<file path="src/hdl/sbpf_pkg.sv">
// Package: constants and types for the servo bus packet framer.
`timescale 1ns / 1ps

package sbpf_pkg;

    typedef logic [7:0] byte_t;

    localparam byte_t HDR_BYTE = 8'hFF;
    localparam byte_t WR_LEN   = 8'h09;
    localparam byte_t WR_INSTR = 8'h03;
    localparam byte_t WR_ADDR  = 8'h2A;
    localparam byte_t RD_LEN   = 8'h04;
    localparam byte_t RD_INSTR = 8'h02;

    localparam logic signed [15:0] POS_MAX = 16'sd1000;

    // Bytes held ahead of the checksum in the longest frame.
    localparam int FRAME_BYTES = 12;
    localparam int IDX_W       = 4;

    typedef logic [IDX_W-1:0] idx_t;

    localparam idx_t WR_LAST_IDX = 4'd12;
    localparam idx_t RD_LAST_IDX = 4'd7;
    localparam idx_t SUM_START   = 4'd2;

    localparam logic CMD_WRITE = 1'b0;
    localparam logic CMD_READ  = 1'b1;

endpackage

</file>
<file path="src/hdl/servo_bus_packet_framer.sv">
// Servo bus instruction framer: one request item in, one frame of bytes out.
//
// Channel  Dir  Width       Contents
// s_axis   in   72 + 1      request: tdata fields, tuser = cmd
// m_axis   out  8 + 1       frame byte: tdata = tx_byte, tlast = last_byte
//
// One byte per cycle while m_axis is not stalled; a write frame has 13 bytes, a read frame 8,
// sent through the single byte output register.
// The next request is accepted in the cycle the checksum byte is loaded into the output
// register, so frames follow back to back.
// The checksum accumulates over the bytes from the servo id on as they are sent.
// Reset clears the busy flag, index and output valid; a stall on m_axis holds
// the output register and the frame.
`timescale 1ns / 1ps

module servo_bus_packet_framer
(
    input  logic        clk,
    input  logic        rst_n,

    input  logic        s_axis_tvalid,
    output logic        s_axis_tready,
    // [7:0] servo_id, [23:8] target_position, [39:24] move_time,
    // [55:40] move_speed, [63:56] read_address, [71:64] read_length
    input  logic [71:0] s_axis_tdata,
    // [0] cmd
    input  logic        s_axis_tuser,

    output logic        m_axis_tvalid,
    input  logic        m_axis_tready,
    // [7:0] tx_byte
    output logic [7:0]  m_axis_tdata,
    // last_byte
    output logic        m_axis_tlast
);

    sbpf_pkg::byte_t frame_reg [sbpf_pkg::FRAME_BYTES];
    sbpf_pkg::byte_t frame_next [sbpf_pkg::FRAME_BYTES];
    sbpf_pkg::idx_t  idx_reg, idx_next;
    sbpf_pkg::idx_t  last_idx_reg, last_idx_next;
    sbpf_pkg::byte_t sum_reg, sum_next;
    logic            busy_reg, busy_next;

    logic            out_valid_reg, out_valid_next;
    sbpf_pkg::byte_t out_data_reg, out_data_next;
    logic            out_last_reg, out_last_next;

    logic            advance;
    logic            at_last;
    logic            accept;
    sbpf_pkg::byte_t cur_byte;

    logic signed [15:0] pos_in;
    logic        [15:0] pos_clamped;
    logic        [7:0]  in_id;
    logic        [15:0] in_time;
    logic        [15:0] in_speed;
    logic        [7:0]  in_addr;
    logic        [7:0]  in_len;

    assign in_id    = s_axis_tdata[7:0];
    assign pos_in   = s_axis_tdata[23:8];
    assign in_time  = s_axis_tdata[39:24];
    assign in_speed = s_axis_tdata[55:40];
    assign in_addr  = s_axis_tdata[63:56];
    assign in_len   = s_axis_tdata[71:64];

    always_comb
    begin
        if (pos_in < 16'sd0)
        begin
            pos_clamped = 16'd0;
        end
        else if (pos_in > sbpf_pkg::POS_MAX)
        begin
            pos_clamped = 16'(sbpf_pkg::POS_MAX);
        end
        else
        begin
            pos_clamped = 16'(pos_in);
        end
    end

    assign advance = busy_reg && (!out_valid_reg || m_axis_tready);
    assign at_last = (idx_reg == last_idx_reg);
    assign s_axis_tready = !busy_reg || (advance && at_last);
    assign accept = s_axis_tvalid && s_axis_tready;

    always_comb
    begin
        if (at_last)
        begin
            cur_byte = ~sum_reg;
        end
        else
        begin
            cur_byte = frame_reg[idx_reg];
        end
    end

    always_comb
    begin
        frame_next     = frame_reg;
        idx_next       = idx_reg;
        last_idx_next  = last_idx_reg;
        sum_next       = sum_reg;
        busy_next      = busy_reg;
        out_valid_next = out_valid_reg;
        out_data_next  = out_data_reg;
        out_last_next  = out_last_reg;

        if (out_valid_reg && m_axis_tready)
        begin
            out_valid_next = 1'b0;
        end

        if (advance)
        begin
            out_valid_next = 1'b1;
            out_data_next  = cur_byte;
            out_last_next  = at_last;
            idx_next       = idx_reg + 1'b1;
            if (idx_reg >= sbpf_pkg::SUM_START)
            begin
                sum_next = sum_reg + cur_byte;
            end
            if (at_last)
            begin
                busy_next = 1'b0;
            end
        end

        if (accept)
        begin
            busy_next = 1'b1;
            idx_next  = '0;
            sum_next  = '0;
            for (int i = 0; i < sbpf_pkg::FRAME_BYTES; i++)
            begin
                frame_next[i] = 8'h00;
            end
            frame_next[0] = sbpf_pkg::HDR_BYTE;
            frame_next[1] = sbpf_pkg::HDR_BYTE;
            frame_next[2] = in_id;
            if (s_axis_tuser == sbpf_pkg::CMD_READ)
            begin
                last_idx_next = sbpf_pkg::RD_LAST_IDX;
                frame_next[3] = sbpf_pkg::RD_LEN;
                frame_next[4] = sbpf_pkg::RD_INSTR;
                frame_next[5] = in_addr;
                frame_next[6] = in_len;
            end
            else
            begin
                last_idx_next  = sbpf_pkg::WR_LAST_IDX;
                frame_next[3]  = sbpf_pkg::WR_LEN;
                frame_next[4]  = sbpf_pkg::WR_INSTR;
                frame_next[5]  = sbpf_pkg::WR_ADDR;
                frame_next[6]  = pos_clamped[15:8];
                frame_next[7]  = pos_clamped[7:0];
                frame_next[8]  = in_time[15:8];
                frame_next[9]  = in_time[7:0];
                frame_next[10] = in_speed[15:8];
                frame_next[11] = in_speed[7:0];
            end
        end
    end

    always_ff @(posedge clk or negedge rst_n)
    begin
        if (!rst_n)
        begin
            busy_reg      <= 1'b0;
            idx_reg       <= '0;
            out_valid_reg <= 1'b0;
        end
        else
        begin
            busy_reg      <= busy_next;
            idx_reg       <= idx_next;
            out_valid_reg <= out_valid_next;
        end
    end

    always_ff @(posedge clk)
    begin
        frame_reg    <= frame_next;
        last_idx_reg <= last_idx_next;
        sum_reg      <= sum_next;
        out_data_reg <= out_data_next;
        out_last_reg <= out_last_next;
    end

    assign m_axis_tvalid = out_valid_reg;
    assign m_axis_tdata  = out_data_reg;
    assign m_axis_tlast  = out_last_reg;

`ifndef NO_ASSERTIONS
    a_accept_starts: assert property (@(posedge clk) disable iff (!rst_n)
        accept |=> (busy_reg && idx_reg == '0))
        else $error("accepted item did not start a frame");

    a_last_flagged: assert property (@(posedge clk) disable iff (!rst_n)
        (advance && at_last) |=> (out_valid_reg && out_last_reg))
        else $error("checksum byte not flagged last");

    a_idx_range: assert property (@(posedge clk) disable iff (!rst_n)
        busy_reg |-> (idx_reg <= last_idx_reg))
        else $error("byte index past end of frame");

    a_no_accept_mid_frame: assert property (@(posedge clk) disable iff (!rst_n)
        (busy_reg && !at_last) |-> !s_axis_tready)
        else $error("ready raised in the middle of a frame");
`endif

endmodule

</file>
<file path="config.mk">
export PLATFORM = sky130hd
export DESIGN_NAME = servo_bus_packet_framer
export DESIGN_NICKNAME = d
export VERILOG_FILES = /design/src/hdl/sbpf_pkg.sv /design/src/hdl/servo_bus_packet_framer.sv
export SDC_FILE = /design/constraint.sdc
export NUM_CORES = 1
export LEC_CHECK = 0
export BUFFER_PORTS_ARGS = -buffer_cell sky130_fd_sc_hd__buf_4
export CORE_ASPECT_RATIO = 1.2
export CORE_MARGIN = 2
export CORE_UTILIZATION = 25
export CTS_CLUSTER_DIAMETER = 120
export DETAILED_ROUTE_END_ITERATION = 10
export SETUP_SLACK_MARGIN = 0.05
export SYNTH_ARGS = -nofsm -noshare
export SYNTH_HDL_FRONTEND = slang
export SYNTH_SLANG_ARGS = --single-unit
export TNS_END_PERCENT = 5
</file>
<file path="constraint.sdc">
create_clock -name clk -period 9.75 [get_ports clk]
set_clock_uncertainty 0.05 [all_clocks]
set_input_delay 1.95 -clock clk [delete_from_list [all_inputs] [get_ports clk]]
set_output_delay 1.95 -clock clk [all_outputs]
set_load 0.05 [all_outputs]
</file>
==> results.json <==
{
  "ios": 88,
  "finalNetCount": 519,
  "diodes": 0,
  "initial_utilization_pct": 25.3,
  "die_w_um": 125,
  "dieArea_mm2": 0.0186,
  "cts_sinks": 89,
  "slew_headroom_pct": 39.4,
  "hold_depth": 2,
  "layout_common_cells": "89 x buf_4, 75 x edfxtp_1, 34 x nor2b_1",
  "antenna_found_initial": 0,
  "hold_end": "sum_reg[3]",
  "gp_congestion": 0.767,
  "path_max_fanout": 3,
  "swShare_pct": 39.2,
  "tns_ns": 0,
  "track_usage_pct": 10.9,
  "overflow": 0,
  "syn_area_mm2": 0.00438,
  "period_share_pct": 48.0,
  "ff2ff_path_depth": 14,
  "p_comb_share_pct": 43.5,
  "cts_setup_buffers": 0,
  "r2r_end": "sum_reg[6]",
  "min_path_type": "reg -> reg",
  "synth.avg_cell_area_um2": 12.5,
  "area_growth_pct": 25.5,
  "switching_power_w": 0.000625,
  "hp-start": "sum_reg[3]",
  "wirelength_um": 9650,
  "grt_pass1_wl_um": 15800,
  "h-tree-depth": 3,
  "post_cts_resized": 0,
  "fmaxAchievable_ghz": 0.214,
  "clk_pin_slew_worst_paths_ns": 0.07,
  "drt_first_pass_iters": 4,
  "finalSetupViolCount": 0,
  "p_seq_share_pct": 36.4,
  "r2r_slack_ns": 5.90,
  "drc": 0,
  "synth-seq-cells": 89,
  "die_y_um": 149,
  "cts_hold_buf": 0,
  "wl_met2_um": 4840,
  "synth_edf_count": 75,
  "ys.flop_type": "edfxtp_1",
  "clkPwrFrac_pct": 20.1,
  "route.met3.wl_um": 480,
  "maxUsedRoutingLayer": "met4",
  "endpoint_kind": "output port",
  "n_fill_cell": 1734,
  "numCtsBuffers": 9,
  "layout_setup_ws_ns": 5.07,
  "detail-route-antenna-nets": 0,
  "cp-start-kind": "input pin",
  "core_mm2": 0.0173,
  "hold_violations": 0,
  "wl_met1_um": 4170,
  "vdd_drop_max_uv": 126,
  "rsz0062_at_grt": "no",
  "drv_slew": 0,
  "async_flop_share_pct": 6.74,
  "leakage_nw": 2.08,
  "final_common_cell": "buf_4",
  "drv_cap": 0,
  "via_per_inst": 4.46,
  "grt_max_degree": 76,
  "cts_max_path_buffers": 2,
  "worst_pin_slew_ns": 0.908,
  "ys_warn_count": 0,
  "clkLatencyLatePin_ns": 0.34,
  "drive_gt1_share_pct": 29.1,
  "dr_total_vias": 2930,
  "finalCriticalPeriod_ns": 4.68,
  "status": "finished clean",
  "fin_cells": 657,
  "syn_inst": 350,
  "drt_iter0_markers": 155,
  "post_drt_wl_per_cell_um": 14.7,
  "power_density_mw_per_mm2": 290,
  "grt_pass1_vias": 3033,
  "crit_arrival_ns": 2.68,
  "r2r-start": "idx_reg[0]",
  "post-place-ws_ns": 5.07,
  "cell_internal_pwr_w": 0.000969,
  "yosysSeqAreaShare_pct": 58.6,
  "row_count": 53,
  "synth.distinct_cells": 58,
  "crit_type": "in -> out",
  "cts_root_buffer": "clkbuf_16",
  "numPortBuffers": 87,
  "dpl.cell_count": 641,
  "cp_data_required_time_ns": 7.75,
  "fin_util_pct": 31.7,
  "dp_hpwl_um": 6930,
  "cts_tree": "done",
  "syn-num-nets": 437,
  "largest_register_ffs": 65
}
[metrics by stage]
step / hold slack (ns) / cell area [um^2] / total power [W]
floorplan: 0.389 / 4380 / 0.00111
global placement: 0.405 / 5220 / 0.00127
detailed placement: 0.417 / 5220 / 0.00129
CTS: 0.430 / 5490 / 0.00161
global route: 0.446 / 5490 / 0.00172
finish: 0.428 / 5490 / 0.00159
[synthesized netlist by cell type (2+ instances only)]
cell	count	share of area, %
buf_2	7	0.80
a21boi_0	2	0.34
clkbuf_1	6	0.51
nand2_1	21	1.8
nor2b_1	34	4.9
o31ai_1	2	0.34
buf_4	2	0.34
dfrtp_1	6	3.4
dfxtp_1	8	3.7
nand2b_1	8	1.1
mux2_2	2	0.51
a221oi_1	3	0.60
nand4_1	3	0.43
buf_6	2	0.51
o21a_1	4	0.69
mux2i_1	15	3.4
nor2_1	23	2.0
mux4_2	6	3.1
ha_1	9	2.6
or3_1	3	0.43
a32oi_1	3	0.60
nor3_1	3	0.34
edfxtp_1	75	51
a211oi_2	3	0.86
o21ai_0	13	1.5
xnor2_1	5	1.0
and2_1	16	2.3
a21oi_1	29	3.3
inv_1	6	0.51
a21o_1	3	0.51
[power by group through the flow]
stage	clock [W]	combinational [W]	sequential, W
2_1_floorplan	0	0.000513	0.000597
3_3_place_gp	0	0.000686	0.000589
3_5_place_dp	0	0.000695	0.000591
4_1_cts	0.000330	0.000698	0.000583
5_1_grt	0.000345	0.000779	0.000593
6_report	0.000321	0.000693	0.000580
[cell type report]
type	count	area, um^2	area share [%]
sequential	89	2560	46.7
multi-input combinational	233	1670	30.4
timing repair buffer	89	668	12.2
tap	220	275	5.01
clock buffer	10	229	4.17
inverter	10	45.0	0.820
clock inverter	6	42.5	0.774
[cell families after synthesis]
| logic type | Yosys count | share of synthesized area, % |
|---|---|---|
| multiplexers | 23 | 7.03 |
| AND/OR/NAND/NOR | 118 | 14.6 |
| adder cells (fa/ha/maj) | 10 | 3.03 |
| buffers and inverters | 28 | 3.29 |
| XOR/XNOR | 6 | 1.20 |
| AO/OA/AOI/OAI | 76 | 12.2 |
| flip-flops | 89 | 58.6 |
[critical path, stage by stage]
cell and delay [ns]:
buf_4 0.10, nand2b_1 0.17, a21bo_2 0.26, buf_4 0.20
[worst max-delay path by stage]
stage / from / endpoint / slack (ns) / cells past startpoint
floorplan: m_axis_tready / s_axis_tready / 5.30 / 2
finish: m_axis_tready / s_axis_tready / 5.07 / 4
global route: m_axis_tready / s_axis_tready / 5.06 / 4
detailed placement: m_axis_tready / s_axis_tready / 5.07 / 4
global placement: m_axis_tready / s_axis_tready / 5.10 / 4
CTS: m_axis_tready / s_axis_tready / 5.07 / 4
[per-layer routing]
| layer | GRT usage, % | up-vias |
|---|---|---|
| met5 | 0 | - |
| met4 | 3.88 | 0 |
| met3 | 3.01 | 12 |
| met2 | 18.6 | 89 |
| met1 | 13.4 | 1386 |
| li1 | - | 1443 |
Note: power is estimated with default switching activity, not from simulation.
